## src/rtl/core/eprm_pkg.sv

```systemverilog
// Shared constants, register indexes and types for the echo ranging median block.
// Used by eprm_distance, eprm_median and echo_pulse_range_median5; depends on nothing.
package eprm_pkg;

    // window geometry
    localparam int WINDOW_LEN  = 5;
    localparam int SLOT_W      = (WINDOW_LEN > 1) ? $clog2(WINDOW_LEN) : 1;
    localparam int RANK_W      = $clog2(WINDOW_LEN + 1);
    localparam int MEDIAN_RANK = WINDOW_LEN / 2;

    // field widths
    localparam int TIME_W = 16;
    localparam int DIST_W = 11;

    // distance scale: floor(diff * 17 / 1000) = floor(floor(diff * 17 / 8) / 125)
    localparam int SCALED_W    = TIME_W + 5;
    localparam int QUOT_W      = SCALED_W - 3;
    localparam int RECIP_SHIFT = 25;
    localparam int RECIP_W     = 19;
    localparam logic [RECIP_W-1:0] RECIP_125 = RECIP_W'(((1 << RECIP_SHIFT) + 124) / 125);
    localparam int PROD_W      = QUOT_W + RECIP_W;

    // configuration port
    localparam int ADDR_W = 4;
    localparam int DATA_W = 32;
    localparam logic [1:0] REG_RANGE_LIMIT    = 2'd0;
    localparam logic [1:0] REG_ALARM_DISTANCE = 2'd1;
    localparam logic [1:0] REG_ALARM_MUTE     = 2'd2;

    localparam logic [DIST_W-1:0] RANGE_LIMIT_RESET    = DIST_W'(75);
    localparam logic [DIST_W-1:0] ALARM_DISTANCE_RESET = DIST_W'(20);

    // one pulse measurement handed from the scaler to the window
    typedef struct packed {
        logic              is_end;
        logic              new_valid;
        logic [DIST_W-1:0] distance;
    } dist_t;

    // configuration register set
    typedef struct packed {
        logic [DIST_W-1:0] range_limit;
        logic [DIST_W-1:0] alarm_distance;
        logic              alarm_mute;
    } cfg_t;

endpackage

```

## src/rtl/core/eprm_distance.sv

```systemverilog
// Edge pairing and distance scaling: two pipeline stages between the input register
// and the median window. Depends on eprm_pkg.
module eprm_distance
(
    input  logic                          clk,
    input  logic                          rst_n,
    input  logic                          in_valid,
    input  logic [eprm_pkg::TIME_W-1:0]   edge_in,
    output logic                          in_ready,
    output logic                          out_valid,
    output eprm_pkg::dist_t               out_dist,
    input  logic                          out_ready
);

    logic                            awaiting_reg, awaiting_next;
    logic [eprm_pkg::TIME_W-1:0]     start_reg, start_next;

    logic                            s2_valid_reg, s2_valid_next;
    logic                            s2_is_end_reg;
    logic                            s2_gt_reg;
    logic [eprm_pkg::SCALED_W-1:0]   s2_scaled_reg, s2_scaled_next;

    logic                            s3_valid_reg, s3_valid_next;
    eprm_pkg::dist_t                 s3_reg, s3_next;

    logic                            ready2, ready3, load2, load3;
    logic [eprm_pkg::TIME_W-1:0]     diff;
    logic [eprm_pkg::QUOT_W-1:0]     quot;
    logic [eprm_pkg::PROD_W-1:0]     prod;

    // stage handshakes
    assign ready3    = !s3_valid_reg || out_ready;
    assign ready2    = !s2_valid_reg || ready3;
    assign load2     = in_valid && ready2;
    assign load3     = s2_valid_reg && ready3;
    assign in_ready  = ready2;
    assign out_valid = s3_valid_reg;
    assign out_dist  = s3_reg;

    // pair edges and scale the difference by 17
    always_comb
    begin
        diff           = edge_in - start_reg;
        s2_scaled_next = {1'b0, diff, 4'b0000} + {5'b00000, diff};
        awaiting_next  = awaiting_reg;
        start_next     = start_reg;
        if (load2)
        begin
            awaiting_next = !awaiting_reg;
            if (!awaiting_reg)
            begin
                start_next = edge_in;
            end
        end
        s2_valid_next = load2 ? 1'b1 : (ready3 ? 1'b0 : s2_valid_reg);
    end

    // divide by 1000 through a reciprocal multiply
    always_comb
    begin
        quot               = s2_scaled_reg[eprm_pkg::SCALED_W-1:3];
        prod               = eprm_pkg::PROD_W'(quot) * eprm_pkg::PROD_W'(eprm_pkg::RECIP_125);
        s3_next.is_end     = s2_is_end_reg;
        s3_next.new_valid  = s2_is_end_reg && s2_gt_reg;
        s3_next.distance   = prod[eprm_pkg::RECIP_SHIFT +: eprm_pkg::DIST_W];
        s3_valid_next      = load3 ? 1'b1 : (out_ready ? 1'b0 : s3_valid_reg);
    end

    // control state
    always_ff @(posedge clk or negedge rst_n)
    begin
        if (!rst_n)
        begin
            awaiting_reg <= 1'b0;
            start_reg    <= '0;
            s2_valid_reg <= 1'b0;
            s3_valid_reg <= 1'b0;
        end
        else
        begin
            awaiting_reg <= awaiting_next;
            start_reg    <= start_next;
            s2_valid_reg <= s2_valid_next;
            s3_valid_reg <= s3_valid_next;
        end
    end

    // payload registers
    always_ff @(posedge clk)
    begin
        if (load2)
        begin
            s2_is_end_reg <= awaiting_reg;
            s2_gt_reg     <= edge_in > start_reg;
            s2_scaled_reg <= s2_scaled_next;
        end
        if (load3)
        begin
            s3_reg <= s3_next;
        end
    end

    a_toggle: assert property (@(posedge clk) disable iff (!rst_n)
        load2 |=> awaiting_reg != $past(awaiting_reg))
        else $error("edge phase did not toggle on a transaction");

    a_start_hold: assert property (@(posedge clk) disable iff (!rst_n)
        !load2 |=> start_reg == $past(start_reg))
        else $error("start time changed without a transaction");

endmodule

```

## src/rtl/core/eprm_median.sv

```systemverilog
// Ring window of distances, rank-based median and the result register.
// Depends on eprm_pkg.
module eprm_median
(
    input  logic                          clk,
    input  logic                          rst_n,
    input  logic                          in_valid,
    input  eprm_pkg::dist_t               in_dist,
    output logic                          in_ready,
    input  eprm_pkg::cfg_t                cfg,
    output logic                          out_valid,
    input  logic                          out_stall,
    output logic [eprm_pkg::DIST_W-1:0]   median_distance,
    output logic                          measurement_done,
    output logic                          sample_accepted,
    output logic [eprm_pkg::DIST_W-1:0]   latest_distance,
    output logic                          proximity_alarm
);

    logic [eprm_pkg::DIST_W-1:0]  win_reg [eprm_pkg::WINDOW_LEN];
    logic [eprm_pkg::DIST_W-1:0]  win_next [eprm_pkg::WINDOW_LEN];
    logic [eprm_pkg::SLOT_W-1:0]  slot_reg, slot_next;
    logic [eprm_pkg::DIST_W-1:0]  held_reg, held_next;
    logic [eprm_pkg::RANK_W-1:0]  rank [eprm_pkg::WINDOW_LEN];

    logic                         out_valid_reg, out_valid_next;
    logic [eprm_pkg::DIST_W-1:0]  median_reg, median_next;
    logic                         done_reg;
    logic                         accepted_reg, accept;
    logic [eprm_pkg::DIST_W-1:0]  latest_reg;
    logic                         alarm_reg, alarm_next;
    logic                         load;

    assign in_ready = !out_valid_reg || !out_stall;
    assign load     = in_valid && in_ready;

    // keep or replace the held distance, then test it against the range limit
    always_comb
    begin
        held_next = in_dist.new_valid ? in_dist.distance : held_reg;
        accept    = in_dist.is_end && (held_next < cfg.range_limit);
        slot_next = slot_reg;
        if (accept)
        begin
            if (slot_reg == eprm_pkg::SLOT_W'(eprm_pkg::WINDOW_LEN - 1))
            begin
                slot_next = '0;
            end
            else
            begin
                slot_next = slot_reg + eprm_pkg::SLOT_W'(1);
            end
        end
        for (int i = 0; i < eprm_pkg::WINDOW_LEN; i++)
        begin
            win_next[i] = (accept && slot_reg == eprm_pkg::SLOT_W'(i)) ? held_next : win_reg[i];
        end
    end

    // rank every entry, ties broken by position; the middle rank is the median
    always_comb
    begin
        median_next = '0;
        for (int i = 0; i < eprm_pkg::WINDOW_LEN; i++)
        begin
            rank[i] = '0;
            for (int j = 0; j < eprm_pkg::WINDOW_LEN; j++)
            begin
                if (j != i && (win_next[j] < win_next[i] ||
                               (win_next[j] == win_next[i] && j < i)))
                begin
                    rank[i] = rank[i] + eprm_pkg::RANK_W'(1);
                end
            end
            if (rank[i] == eprm_pkg::RANK_W'(eprm_pkg::MEDIAN_RANK))
            begin
                median_next = median_next | win_next[i];
            end
        end
        alarm_next     = !cfg.alarm_mute && (median_next < cfg.alarm_distance);
        out_valid_next = load ? 1'b1 : (out_stall ? out_valid_reg : 1'b0);
    end

    // window state and output valid
    always_ff @(posedge clk or negedge rst_n)
    begin
        if (!rst_n)
        begin
            for (int i = 0; i < eprm_pkg::WINDOW_LEN; i++)
            begin
                win_reg[i] <= '0;
            end
            slot_reg      <= '0;
            held_reg      <= '0;
            out_valid_reg <= 1'b0;
        end
        else
        begin
            if (load)
            begin
                win_reg  <= win_next;
                slot_reg <= slot_next;
                held_reg <= held_next;
            end
            out_valid_reg <= out_valid_next;
        end
    end

    // result register
    always_ff @(posedge clk)
    begin
        if (load)
        begin
            median_reg   <= median_next;
            done_reg     <= in_dist.is_end;
            accepted_reg <= accept;
            latest_reg   <= held_next;
            alarm_reg    <= alarm_next;
        end
    end

    assign out_valid        = out_valid_reg;
    assign median_distance  = median_reg;
    assign measurement_done = done_reg;
    assign sample_accepted  = accepted_reg;
    assign latest_distance  = latest_reg;
    assign proximity_alarm  = alarm_reg;

    a_slot_range: assert property (@(posedge clk) disable iff (!rst_n)
        {1'b0, slot_reg} < (eprm_pkg::SLOT_W + 1)'(eprm_pkg::WINDOW_LEN))
        else $error("write slot outside the window");

    a_accept_end: assert property (@(posedge clk) disable iff (!rst_n)
        out_valid_reg && sample_accepted |-> measurement_done)
        else $error("sample taken on a start edge");

    a_slot_step: assert property (@(posedge clk) disable iff (!rst_n)
        load && !accept |=> slot_reg == $past(slot_reg))
        else $error("write slot moved without a sample");

    a_latest: assert property (@(posedge clk) disable iff (!rst_n)
        load |=> latest_distance == held_reg)
        else $error("latest distance differs from held distance");

endmodule

```

## src/rtl/core/echo_pulse_range_median5.sv

```systemverilog
// Top level of the echo ranging median filter: input register, APB registers and
// the two processing blocks. Depends on eprm_pkg, eprm_distance and eprm_median.
// Path: input register, then the eprm_distance stages, then the eprm_median result register.
// Throughput: one transaction per cycle; while a finished result waits, three more
// transactions are taken into the stages ahead of it, then the input stalls until it drains.
// Reset: rst_n clears the window, phase, start time, held distance and write slot to zero
// and loads the registers with range limit 75, alarm distance 20, mute off.
module echo_pulse_range_median5
(
    input  logic                          clk,
    input  logic                          rst_n,
    input  logic                          psel,
    input  logic                          penable,
    input  logic                          pwrite,
    input  logic [eprm_pkg::ADDR_W-1:0]   paddr,
    input  logic [eprm_pkg::DATA_W-1:0]   pwdata,
    output logic [eprm_pkg::DATA_W-1:0]   prdata,
    output logic                          pready,
    input  logic                          in_valid,
    output logic                          in_stall,
    input  logic [eprm_pkg::TIME_W-1:0]   edge_time,
    output logic                          out_valid,
    input  logic                          out_stall,
    output logic [eprm_pkg::DIST_W-1:0]   median_distance,
    output logic                          measurement_done,
    output logic                          sample_accepted,
    output logic [eprm_pkg::DIST_W-1:0]   latest_distance,
    output logic                          proximity_alarm
);

    eprm_pkg::cfg_t                  cfg_reg;
    logic                            cfg_write;
    logic                            s1_valid_reg, s1_valid_next;
    logic [eprm_pkg::TIME_W-1:0]     s1_edge_reg;
    logic                            s1_ready, dist_ready;
    logic                            dist_valid, med_ready;
    eprm_pkg::dist_t                 dist_item;

    // configuration registers
    assign pready    = 1'b1;
    assign cfg_write = psel && penable && pwrite && pready;

    always_ff @(posedge clk or negedge rst_n)
    begin
        if (!rst_n)
        begin
            cfg_reg.range_limit    <= eprm_pkg::RANGE_LIMIT_RESET;
            cfg_reg.alarm_distance <= eprm_pkg::ALARM_DISTANCE_RESET;
            cfg_reg.alarm_mute     <= 1'b0;
        end
        else if (cfg_write)
        begin
            case (paddr[3:2])
                eprm_pkg::REG_RANGE_LIMIT:    cfg_reg.range_limit    <= pwdata[eprm_pkg::DIST_W-1:0];
                eprm_pkg::REG_ALARM_DISTANCE: cfg_reg.alarm_distance <= pwdata[eprm_pkg::DIST_W-1:0];
                eprm_pkg::REG_ALARM_MUTE:     cfg_reg.alarm_mute     <= pwdata[0];
                default:                      cfg_reg                <= cfg_reg;
            endcase
        end
    end

    // register readback
    always_comb
    begin
        case (paddr[3:2])
            eprm_pkg::REG_RANGE_LIMIT:
                prdata = eprm_pkg::DATA_W'(cfg_reg.range_limit);
            eprm_pkg::REG_ALARM_DISTANCE:
                prdata = eprm_pkg::DATA_W'(cfg_reg.alarm_distance);
            eprm_pkg::REG_ALARM_MUTE:
                prdata = eprm_pkg::DATA_W'(cfg_reg.alarm_mute);
            default:
                prdata = '0;
        endcase
    end

    // input register
    assign s1_ready      = !s1_valid_reg || dist_ready;
    assign in_stall      = !s1_ready;
    assign s1_valid_next = (in_valid && s1_ready) ? 1'b1 : (dist_ready ? 1'b0 : s1_valid_reg);

    always_ff @(posedge clk or negedge rst_n)
    begin
        if (!rst_n)
        begin
            s1_valid_reg <= 1'b0;
        end
        else
        begin
            s1_valid_reg <= s1_valid_next;
        end
    end

    always_ff @(posedge clk)
    begin
        if (in_valid && s1_ready)
        begin
            s1_edge_reg <= edge_time;
        end
    end

    eprm_distance u_distance
    (
        .clk       (clk),
        .rst_n     (rst_n),
        .in_valid  (s1_valid_reg),
        .edge_in   (s1_edge_reg),
        .in_ready  (dist_ready),
        .out_valid (dist_valid),
        .out_dist  (dist_item),
        .out_ready (med_ready)
    );

    eprm_median u_median
    (
        .clk              (clk),
        .rst_n            (rst_n),
        .in_valid         (dist_valid),
        .in_dist          (dist_item),
        .in_ready         (med_ready),
        .cfg              (cfg_reg),
        .out_valid        (out_valid),
        .out_stall        (out_stall),
        .median_distance  (median_distance),
        .measurement_done (measurement_done),
        .sample_accepted  (sample_accepted),
        .latest_distance  (latest_distance),
        .proximity_alarm  (proximity_alarm)
    );

endmodule

```

## config.mk

```make
export PLATFORM = sky130hd
export DESIGN_NAME = echo_pulse_range_median5
export DESIGN_NICKNAME = d
export VERILOG_FILES = /design/src/rtl/core/eprm_pkg.sv /design/src/rtl/core/eprm_distance.sv /design/src/rtl/core/eprm_median.sv /design/src/rtl/core/echo_pulse_range_median5.sv
export SDC_FILE = /design/constraint.sdc
export NUM_CORES = 1
export LEC_CHECK = 0
export BUFFER_PORTS_ARGS = -buffer_cell sky130_fd_sc_hd__buf_4
export CORE_MARGIN = 2
export CORE_UTILIZATION = 63
export CTS_CLUSTER_SIZE = 28
export DETAILED_ROUTE_END_ITERATION = 8
export PLACE_DENSITY = 0.83
export SYNTH_ARGS = -nofsm -noshare
export SYNTH_HDL_FRONTEND = slang
export SYNTH_SLANG_ARGS = --single-unit
```

## constraint.sdc

```tcl
create_clock -name clk -period 10.37 [get_ports clk]
set_input_delay 0.5185 -clock clk [delete_from_list [all_inputs] [get_ports clk]]
set_output_delay 0.5185 -clock clk [all_outputs]
set_load 0.005 [all_outputs]
```

# Word-level counts from Yosys, hierarchy flattened
# Index checks and enable logic that the tools add are counted.
[word_totals] latch_bits=0 romBits=0 input_bits=59 word_cells=184 output_inout_bits=60 ram_bits=0 ff_bits=190 mem_count=0
[classes] bitwise=5 order_cmp=23 div=0 n_mul=1 shift=0 n_addsub=18 n_reduce_logical=46 muxes=41 eq_ne=22
[op_table] cell="11-bit less-than comparator" count=22
[op_table] cell="11-bit 2-to-1 mux" count=11
[op_table] cell="11-bit equality test" count=10
[op_table] cell="3-bit by 1-bit adder with 3-bit output, second input constant" count=16
[op_table] cell="3-bit 2-to-1 mux" count=16
[op_table] cell="11-bit OR" count=4
[op_table] cell="18-bit by 17-bit multiplier with 34-bit output, second input constant" count=1
[op_table] cell="11-bit case mux with 3 select lines" count=1
[op_table] cell="20-bit by 16-bit adder with 21-bit output" count=1
[op_table] cell="3-bit by 2-bit equality test with 1-bit output, second input constant" count=7
[op_table] cell="16-bit > comparator" count=1
[op_table] cell="16-bit subtractor" count=1
[op_table] cell="1-bit logical AND" count=14
[op_table] cell="1-bit logical OR" count=14
[op_table] cell="1-bit 2-to-1 mux" count=13
[op_table] cell="2-bit AND reduction" count=5
[op_table] cell="1-bit zero test" count=8
[op_table] cell="2-bit nonzero test" count=3
[op_table] cell="3-bit by 1-bit equality test with 1-bit output, second input constant" count=1
[op_table] cell="3-bit equality test, second input constant" count=1
[op_table] cell="3-bit zero test" count=1
[op_table] cell="2-bit by 1-bit equality test with 1-bit output, second input constant" count=1
[op_table] cell="2-bit equality test, second input constant" count=1
[op_table] cell="2-bit zero test" count=1
[op_table] cell="other kinds (2)" count=2

# Longest topological paths before layout
[depth] word_depth=25 ltp_mapped=47 depth_no_buf=44

# Modules after synthesis
# A second synthesis with hierarchy kept.
[unflattened] cells_unflattened=1791 area_unflattened_um2=17406.7
[modules_own_cells] module="eprm_median" instances=1 cells_per_inst=970 area_per_inst_um2=8582.0
[modules_own_cells] module="eprm_distance" instances=1 cells_per_inst=698 area_per_inst_um2=7025.5
[modules_own_cells] module="echo_pulse_range_median5" instances=1 cells_per_inst=123 area_per_inst_um2=1799.2

# Worst setup path after synthesis
# OpenSTA, ideal clock, no wires.
[synth_path] path_type="register -> register" start="register u_distance.s3_reg (netlist bit u_distance.out_dist[11])" end="register u_median.alarm_reg (netlist: u_median.proximity_alarm), data pin" path_stages_with_launch=47 path_slack_ns=1.819 path_buffers=4 period_less_slack_ns=8.551 arrival_ns=8.421 setup_time_ns=0.130 required_time_ns=10.240 path_cell_list="edfxtp_1 -> buf_2 -> mux2i_1 -> inv_1 -> ha_1 -> a21oi_1 -> o21ai_0 -> a221oi_2 -> o2111ai_1 -> clkbuf_1 -> clkbuf_1 -> a21oi_1 -> inv_1 -> ha_1 -> nor2b_1 -> o21a_1 -> o21a_1 -> o21a_1 -> [11 not listed] -> or4b_2 -> a21boi_0 -> nor2_1 -> clkbuf_1 -> o22ai_1 -> a21oi_1 -> o221ai_2 -> ha_1 -> a21o_1 -> a21oi_1 -> nor2b_1 -> o21ai_0 -> nand2b_1 -> a21oi_1 -> nor2b_1 -> o21ai_0 -> and3_1 -> o221a_2"
[synth_lines] element="start: declaration" line="eprm_distance.sv:24" text="eprm_pkg::dist_t s3_reg, s3_next;"
[synth_lines] element="start signal: assignment" line="eprm_distance.sv:99" text="s3_reg <= s3_next;"
[synth_lines] element="end signal: assignment" line="eprm_median.sv:118" text="alarm_reg <= alarm_next;"
[synth_lines] element="end: declaration" line="eprm_median.sv:31" text="logic alarm_reg, alarm_next;"

# Final worst setup path
[layout_path] start="register u_distance.s3_reg (netlist bit u_distance.out_dist[11])" end="register u_median.alarm_reg (netlist: u_median.proximity_alarm), data pin"
[layout_between] elab_chain_cells=25 elab_cells_between_ends=104 cone_classes="add/sub (15); order compare (22); eq/ne (15); mux (31); bitwise (4); reduce/logical (17)"
[layout_lines] element="11-bit 2-to-1 mux *" line="eprm_median.sv:40" text="held_next = in_dist.new_valid ? in_dist.distance : held_reg;"
[layout_lines] element="net u_median.held_next (one bit)" line="eprm_median.sv:23" text="logic [eprm_pkg::DIST_W-1:0] held_reg, held_next;"
[layout_lines] element="11-bit less-than comparator" line="eprm_median.sv:41" text="accept = in_dist.is_end && (held_next < cfg.range_limit);"
[layout_lines] element="1-bit logical AND" line="eprm_median.sv:41"
[layout_lines] element="1-bit logical AND" line="eprm_median.sv:56" text="win_next[i] = (accept && slot_reg == eprm_pkg::SLOT_W'(i)) ? held_next : win_reg[i];"
[layout_lines] element="11-bit 2-to-1 mux" line="eprm_median.sv:56"
[layout_lines] element="11-bit less-than comparator" line="eprm_median.sv:69" text="if (j != i && (win_next[j] < win_next[i] ||"
[layout_lines] element="1-bit 2-to-1 mux" line="eprm_median.sv:69"
[layout_lines] element="[12 not listed]"
[layout_lines] element="11-bit OR" line="eprm_median.sv:77" text="median_next = median_next | win_next[i];"
[layout_lines] element="11-bit 2-to-1 mux" line="eprm_median.sv:75" text="if (rank[i] == eprm_pkg::RANK_W'(eprm_pkg::MEDIAN_RANK))"
[layout_lines] element="11-bit OR" line="eprm_median.sv:77"
[layout_lines] element="11-bit 2-to-1 mux *" line="eprm_median.sv:75"
[layout_lines] element="net u_median.median_next (one bit)" line="eprm_median.sv:27" text="logic [eprm_pkg::DIST_W-1:0] median_reg, median_next;"
[layout_lines] element="11-bit less-than comparator *" line="eprm_median.sv:80" text="alarm_next = !cfg.alarm_mute && (median_next < cfg.alarm_distance);"
[layout_lines] element="1-bit logical AND *" line="eprm_median.sv:80"
[layout_lines] element="net u_median.alarm_next" line="eprm_median.sv:31"
# Mark *: on every way through the listed nets, which the timed path passes. The rest lies on a longest branch.
# A chain may end at the register's enable or synchronous reset.

==> run_results.csv <==
group,metric,value,unit
outcome,status,"finished, final reports clean",
sta,worst_slack,0.937,ns
synth,ys_seq_area_share,30.3,%
cts,cts_setup_buffers,0,
global_route,grt_pass1_vias,13800,
detailed_routing,final_antenna_net_count,0,
global_route,grt_pass1_wl,70200,um
detailed_routing,avgViaCountPerCell,6.04,
critical_path,crit_type,"reg -> reg",
cts,cts_root_buf,"clkbuf_16",
placement,post-place-ws,0.987,ns
synth,synth_top_family_by_area,"adder cells",
synth,synth-xor-area-share,1.99,%
synth,yosysUniqueCellTypes,78,
finish,final_common_cell,"ha_1",
finish,areaGrowthSynthToFinish,10.5,%
cts,cts_inserted_buffers,17,
worst_hold_path,min_path_type,"in -> async",
critical_path,worstPathMaxFanout,11,
detailed_routing,drc,0,
floorplanning,num_io_pins,119,
cts,htree_levels,4,
detailed_routing,num_vias,13500,
cts,hold_buffers,0,
sta,setup_violations,0,
critical_path,cp_common_cell,"ha_1",
critical_path,crit_path_end_kind,"flip-flop",
finish,layout_common_cells,"311 x ha_1, 250 x inv_1, 141 x nand2_1",
sta,period_needed,9.43,ns
global_route,antenna_found_initial,0,
finish,largest_reg_flops,55,
synth,synth-compound-area-share,14.6,%
critical_path,worstPathRequired,10.70,ns
critical_path,critical_path.slowest_cell,"edfxtp_1",
placement,hpwl,34400,um
synth,synth-main-ff-cell,"dfrtp_1",
global_route,grt_util_all_layers,31.8,%
synth,netlist_area,16700,sq um
sta,post-route-period-util,91.0,%
detailed_routing,dr.pass1.iters,5,
cts,cts_resized,0,
synth,synth_fa_ha_area_share,29.3,%
global_route,grt_overflow,0,
floorplanning,dieArea,27800,sq um
critical_path,startpoint_type,"flip-flop",
synth,synthMuxAreaShare,4.62,%
sta,hold_violations,0,
sta,timing.fmax,106,MHz
floorplanning,start_util,64.1,%
synth,synth_area_leader_cell,"ha_1",
floorplanning,die_w,167,um
critical_path,worstPathArrival,9.77,ns
floorplanning,die_y,167,um
floorplanning,rows,59,
synth,synthTopCellsByArea,"ha_1 23%, dfrtp_1 16%, edfxtp_1 13%, fa_1 5.8%, inv_1 5.6%",
placement,portBuffers,73,
floorplanning,core-area,26100,sq um
detailed_routing,wl,43200,um
critical_path,cpPeakStageDelay,0.80,ns
finish,antenna_cells,0,
synth,ys_warn_count,0,
synth,synth_top_area_share,23.3,%
placement,dpl_cell_area,17800,sq um
sta,max-slew-margin-rel,22.6,%
cts,cts_tree,"built",
sta,tns,0,ns
cts,insertion_delay,0.46,ns
placement,gp_congestion,0.979,
detailed_routing,drtIter0Drc,1069,
finish,layout-drive-gt1-share,12.0,%
synth,synth-edff-count,74,
sta,rsz0062_at_grt,"no",
global_route,grt_max_degree,89,
finish,postLayoutCellArea,18400,sq um
synth,synth.avg_cell_area,9.39,sq um
sta,tightestPinTransition,1.16,ns
cts,clk_pin_slew,0.09,ns
synth,synthesis.instances,1778,
cts,cts.sinks,187,
detailed_routing,wl_per_cell,19.4,um
sta,holdWs,0.0626,ns
sta,report.final.slew_viol_count,0,
sta,finClkSkew,0.0226,ns
job,drv_cap,0,
synth,synthArstFlopShare,60.4,%
cts,clockBufferDepth,2,
finish,nets,2301,
synth,synth-simple-area-share,11.6,%
synth,ys_ff_latch,187,
-- synth_stat cells, drive strengths merged (12+ instances only) --
cell and instances:
a211oi 12, a21o 32, a21oi 89, nand3 23, inv 250, buf 28
o21a 22, mux2i 36, nor2b 22, nor3 22, a31oi 13, nor2 109
dfrtp 107, edfxtp 74, a21boi 14, nand2b 13, ha 311, fa 48
nand4 26, nand2 142, xnor2 27, o21ai 150, clkbuf 33, mux2 33
-- metrics by stage --
step / std cells / util [%]
after CTS: 2231 / 70.8
after global placement: 2199 / 68.4
final: 2231 / 70.8
after detailed placement: 2199 / 68.4
after global routing: 2231 / 70.8
after floorplan: 1798 / -
-- final timing paths --
path,cells past startpoint,endpoint,startpoint,slack [ns]
max in group asynchronous,2,u_median.win_reg[4],rst_n,8.91
setup reg to reg,41,u_median.proximity_alarm,u_distance.out_dist[11],0.94
min in group clk,1,s1_edge_reg[2],edge_time[2],0.24
setup / recovery,41,u_median.proximity_alarm,u_distance.out_dist[11],0.94
hold / removal,1,u_median.win_reg[54],rst_n,0.06
hold reg to reg,0,u_distance.out_dist[12],u_distance.s2_is_end_reg,0.47
-- worst max-delay path, delay by kind of cell (launching register included) --
kind	cells	cell delay (ns)
AOI/OAI and AO/OA	18	3.90
muxes	2	1.01
xor gates and xnor gates	1	0.10
buffers and inverters	3	0.43
and+or+nand+nor	11	1.13
adders and majority gates	6	1.92
DFF	1	0.80
-- layer usage --
metal	up-vias	part of all wire (%)	GRT usage [%]
met5	-	0	0
met4	0	4.1	12.1
met3	127	8.3	6.06
met2	573	48	54.0
met1	6400	40	40.3
li1	6381	-	-
-- kinds of logic after synthesis --
kind of cell | Yosys count
xor gates and xnor gates | 38
buffers and inverters | 313
adders and majority gates | 363
muxes | 70
AOI/OAI and AO/OA | 394
other | 2
DFF | 187
and+or+nand+nor | 411
-- layout make-up --
class | count | area (sq um)
fillers | 1898 | 7620
clock buffers | 19 | 464
well taps | 335 | 419
inverters | 252 | 946
repair buffers | 127 | 953
clock inverters | 13 | 150
multi-input cells | 1298 | 10500
flip-flops and latches | 187 | 5060
Power is left out: the tool's default activity adds up to more than one toggle a clock period on the data nets, which glitch-free logic cannot reach.
